### config.mk
export PLATFORM = sky130hd
export DESIGN_NAME = stkalloc_ctrl
export DESIGN_NICKNAME = d
export VERILOG_FILES = /design/src/hdl/stkalloc_pkg.sv /design/src/hdl/stkalloc_ctrl.sv
export SDC_FILE = /design/constraint.sdc
export NUM_CORES = 1
export LEC_CHECK = 0
export BUFFER_PORTS_ARGS = -buffer_cell sky130_fd_sc_hd__buf_2
export CAP_MARGIN = 20
export CORE_AREA = 4 4 41 43
export CTS_CLUSTER_DIAMETER = 40
export DETAILED_ROUTE_END_ITERATION = 7
export DIE_AREA = 0 0 45 47
export MAX_ROUTING_LAYER = met4
export PLACE_DENSITY = 0.42
export SLEW_MARGIN = 20
export SYNTH_ARGS = -nofsm -noshare
export SYNTH_HDL_FRONTEND = slang
export SYNTH_SLANG_ARGS = --single-unit
### constraint.sdc
create_clock -name clk_i -period 1.7 [get_ports clk_i]
set_clock_uncertainty 0.2 [all_clocks]
set_input_delay 0.17 -clock clk_i [delete_from_list [all_inputs] [get_ports clk_i]]
set_output_delay 0.17 -clock clk_i [all_outputs]
set_load 0.005 [all_outputs]
### src/hdl/stkalloc_pkg.sv
// Shared constants, types and helpers of the stack allocator.
package stkalloc_pkg;

  localparam int unsigned MARKER_DEPTH = 128;
  localparam int unsigned OFFSET_BITS  = 16;
  localparam int unsigned MARK_IDX_W   = (MARKER_DEPTH > 1) ? $clog2(MARKER_DEPTH) : 1;
  localparam int unsigned MARK_CNT_W   = $clog2(MARKER_DEPTH + 1);
  localparam int unsigned ADDR_W       = 32;
  localparam int unsigned SIZE_W       = 16;
  localparam int unsigned BYTES_W      = 16;
  localparam int unsigned KIND_W       = 2;
  localparam int unsigned STATUS_W     = 3;
  localparam int unsigned CFG_IDX_W    = 1;
  localparam int unsigned CFG_DATA_W   = 32;
  localparam int unsigned WIDE_W       = 33;

  typedef enum logic [KIND_W-1:0] {
    KIND_ALLOC = 2'd0,
    KIND_FREE  = 2'd1,
    KIND_RESET = 2'd2,
    KIND_NOP   = 2'd3
  } kind_e;

  typedef enum logic [STATUS_W-1:0] {
    STS_OK    = 3'd0,
    STS_NOMEM = 3'd1,
    STS_ZERO  = 3'd2,
    STS_EMPTY = 3'd3,
    STS_FULL  = 3'd4
  } status_e;

  typedef enum logic [CFG_IDX_W-1:0] {
    CFG_POOL_BASE = 1'd0,
    CFG_POOL_LEN  = 1'd1
  } cfg_idx_e;

  typedef struct packed {
    logic [KIND_W-1:0]  kind;
    logic [SIZE_W-1:0]  request_bytes;
  } req_t;

  typedef struct packed {
    logic [STATUS_W-1:0] status;
    logic [ADDR_W-1:0]   block_address;
    logic [BYTES_W-1:0]  freed_bytes;
    logic [BYTES_W-1:0]  used_bytes;
  } rsp_t;

  typedef struct packed {
    logic accept;
    logic commit;
    logic pop;
    logic finish;
  } cmd_t;

  typedef struct packed {
    logic pop_go;
    logic out_free;
  } sts_t;

  function automatic logic [BYTES_W-1:0] off_to_bytes(input logic [OFFSET_BITS-1:0] v);
    logic [WIDE_W-1:0] w;
    w = WIDE_W'(v);
    return w[BYTES_W-1:0];
  endfunction

  function automatic logic [ADDR_W-1:0] off_to_addr(input logic [OFFSET_BITS-1:0] v);
    logic [WIDE_W-1:0] w;
    w = WIDE_W'(v);
    return w[ADDR_W-1:0];
  endfunction

endpackage

### src/hdl/stkalloc_ctrl.sv
// Request sequencer: accepts a word, then commits or pops and finishes.
module stkalloc_ctrl import stkalloc_pkg::*; (
  input  logic clk_i,
  input  logic rst_ni,
  input  logic in_valid_i,
  output logic in_ready_o,
  input  sts_t sts_i,
  output cmd_t cmd_o
);

  typedef enum logic [2:0] {
    S_IDLE = 3'b001,
    S_EXEC = 3'b010,
    S_POP  = 3'b100
  } state_e;

  state_e state_q, state_d;

  always_comb begin
    state_d    = state_q;
    cmd_o      = '0;
    in_ready_o = 1'b0;
    unique case (state_q)
      S_IDLE: begin
        in_ready_o = 1'b1;
        if (in_valid_i) begin
          cmd_o.accept = 1'b1;
          state_d      = S_EXEC;
        end
      end
      S_EXEC: begin
        if (sts_i.pop_go) begin
          cmd_o.pop = 1'b1;
          state_d   = S_POP;
        end else if (sts_i.out_free) begin
          cmd_o.commit = 1'b1;
          state_d      = S_IDLE;
        end
      end
      S_POP: begin
        if (sts_i.out_free) begin
          cmd_o.finish = 1'b1;
          state_d      = S_IDLE;
        end
      end
      default: begin
        state_d = S_IDLE;
      end
    endcase
  end

  always_ff @(posedge clk_i or negedge rst_ni) begin
    if (!rst_ni) begin
      state_q <= S_IDLE;
    end else begin
      state_q <= state_d;
    end
  end

endmodule

==> flow_summary.yaml <==
status:
  status: "complete, no violations"
floorplan:
  dieHeight_um: 47
  coreArea_um2: 1300
  start_util_pct: 16.3
  chipWidth_um: 45
  rows: 13
  dieArea_um2: 2120
  pin_count: 10
synth:
  syn_nets: 25
  yosysSeqAreaShare_pct: 35.9
  yosys_warnings: 0
  ys_ff_latch: 3
  synth_cell_types: 14
  synthesis.area_um2: 213
  avgSynthCellArea_um2: 10.6
  synthesis.instances: 20
sta:
  finalCritPeriodShare_pct: 92.5
  hold_viol: 0
  rsz0062_at_grt: "false"
  post-route-min-period_ns: 1.57
  max_freq_mhz: 636
  report.final.slew_viol_count: 0
  worstMarginPinSlew_ns: 0.265
  slew_headroom_pct: 82.3
  setup_slack_ns: 0.127
  setup_viol: 0
  setup-tns-final_ns: 0
power:
  clkPwrFrac_pct: 32.0
  p_comb_share_pct: 30.0
  p_per_area_nw_per_um2: 1340
  switching_share_pct: 33.2
  seqPwrFrac_pct: 37.9
  vdd_drop_max_mv: 0.350
  leakage_nw: 0.138
  p_sw_w: 0.000134
  internal_power_w: 0.000269
clock_network:
  cts_buffers: 3
  clock_latency_ns: 0.23
  clkTransAtPathRegs_ns: 0.04
  htree_levels: 1
  cts_root_buffer: "clkbuf_4"
  cts_sinks: 3
  cts_resized: 0
  cts_tree: "done"
  cts_buffer_depth: 2
critical_path:
  critPathSlowestCell: "dfstp_2"
  crit_fanout: 9
  worst-setup-path-type: "reg -> out"
  end_kind: "output pin"
  worstPathCellList: "and4bb_2 > buf_2"
  reg2reg_to: "state_q[1]$_DFFE_PN0P_"
  path_buf_inv: 1
  cp-start-kind: "register"
  worstPathRequired_ns: 1.33
  crit_family: "flip-flops"
  r2r_slack_ns: 0.32
  max_stage_delay_ns: 0.59
  timing.rr.start: "state_q[1]$_DFFE_PN0P_"
  r2r_cells: 2
  critPathArrivalTime_ns: 1.20
routing:
  vias: 209
  vias_per_cell: 4.45
  dr.first_iter.drc_count: 1
  drtAntennaViolNets: 0
  wl_um: 537
  drc: 0
  wire_per_inst_um: 11.4
  drtPass1Iterations: 2
layout:
  flow.area_growth_from_synthesis_pct: 41.2
  largest-register: "state_q"
  largest_register_ffs: 3
  nets: 38
  final_cell_count_no_fill: 47
  diodes: 0
  fill_cells: 154
  final_common_cell: "buf_2"
  drive_gt1_share_pct: 53.1
  final_cell_mix: "buf_2 (9), and4bb_2 (3), clkbuf_4 (3)"
  layout_top_registers: "state_q: 3 flops"
place:
  placed_cells: 42
  post-place-ws_ns: 0.326
  io_buffers: 9
  place_congestion: 0.655
worst_hold_path:
  holdPathEnd: "state_q[1]$_DFFE_PN0P_"
  hp-class: "in -> reg"
  hp-start: "in_valid_i"
  worst_hold_path.num_cells: 3
grt:
  grt_pass1_vias: 206
  gr-total-overflow: 0
  grt_max_degree: 11
  grt_pass1_wl_um: 890
  antenna_found_initial: 0
  grt.total_usage_pct: 6.46
job:
  cap_viol_max_count: 0
## power by group through the flow
stage                     Sequential, W  Clock (W)  Combinational [W]
after floorplan                0.000120          0           0.000113
after global placement         0.000150          0           0.000122
after detailed placement       0.000150          0           0.000121
after CTS                      0.000152   0.000135           0.000123
after global routing           0.000161   0.000140           0.000133
final                          0.000153   0.000129           0.000121
## stage by stage
step / cell area, um2 / total power (W) / util [%] / hold WS (ns)
after CTS: 300 / 0.000411 / 23.1 / 0.00349
after floorplan: 213 / 0.000233 / - / -0.326
after detailed placement: 264 / 0.000271 / 20.3 / -0.232
after global placement: 264 / 0.000272 / 20.3 / -0.230
after global routing: 300 / 0.000434 / 23.1 / 0.0399
final: 300 / 0.000403 / 23.1 / 0.0141
## worst min-delay path: stages
cell      delay, ns
buf_2          0.10
nand3b_1       0.07
a21oi_1        0.06
## area by class of cell
| class | instances | area [um2] | share of cell area, % |
|---|---|---|---|
| multi-input combinational | 15 | 124 | 41.3 |
| timing repair buffer | 10 | 55.1 | 18.3 |
| sequential | 3 | 76.3 | 25.4 |
| clock buffer | 4 | 26.3 | 8.75 |
| tap | 15 | 18.8 | 6.25 |
## Yosys cell counts, drive strengths merged
cell | n | area (um2)
and4bb | 3 | 37.5
a21oi | 2 | 10.0
buf | 2 | 12.5
dfrtp | 2 | 50.1
nand3b | 2 | 15.0
nor2 | 2 | 7.51
a211oi | 1 | 7.51
and4b | 1 | 11.3
dfstp | 1 | 26.3
nor3b | 1 | 7.51
or3b | 1 | 8.76
or4b | 1 | 10.0
xor2 | 1 | 8.76
## what timing repair did
action	4_1_cts	5_1_grt
endpoints found under the setup margin	0	0
endpoints found under the hold margin	3	0
hold buffers	1	0
setup buffers	0	0
## cells by family (layout without fill, tap and decap cells)
logic type	after synthesis	count (layout)	synth area share, %
and+or+nand+nor	11	11	45.9
buffers and inverters	2	14	5.88
xor gates and xnor gates	1	1	4.12
DFF	3	3	35.9
AOI/OAI and AO/OA	3	3	8.24
## metal layers
metal | up-vias | global-route usage [%] | wire [um]
met2 | 10 | 7.06 | 188
li1 | 104 | - | -
met1 | 93 | 8.24 | 297
met5 | - | - | 0
met3 | 2 | 3.45 | 46
met4 | 0 | 5.26 | 4
## worst max path at each step
stage | to | start | depth (start not counted)
floorplan | state_q[0]$_DFFE_PN1P_ | state_q[0]$_DFFE_PN1P_ | 2
global route | cmd_o[1] | state_q[0]$_DFFE_PN1P_ | 2
finish | cmd_o[1] | state_q[0]$_DFFE_PN1P_ | 2
CTS | cmd_o[1] | state_q[0]$_DFFE_PN1P_ | 2
detailed placement | state_q[0]$_DFFE_PN1P_ | state_q[0]$_DFFE_PN1P_ | 2
global placement | state_q[0]$_DFFE_PN1P_ | state_q[0]$_DFFE_PN1P_ | 2
Note: power is estimated with default switching activity, not from simulation.
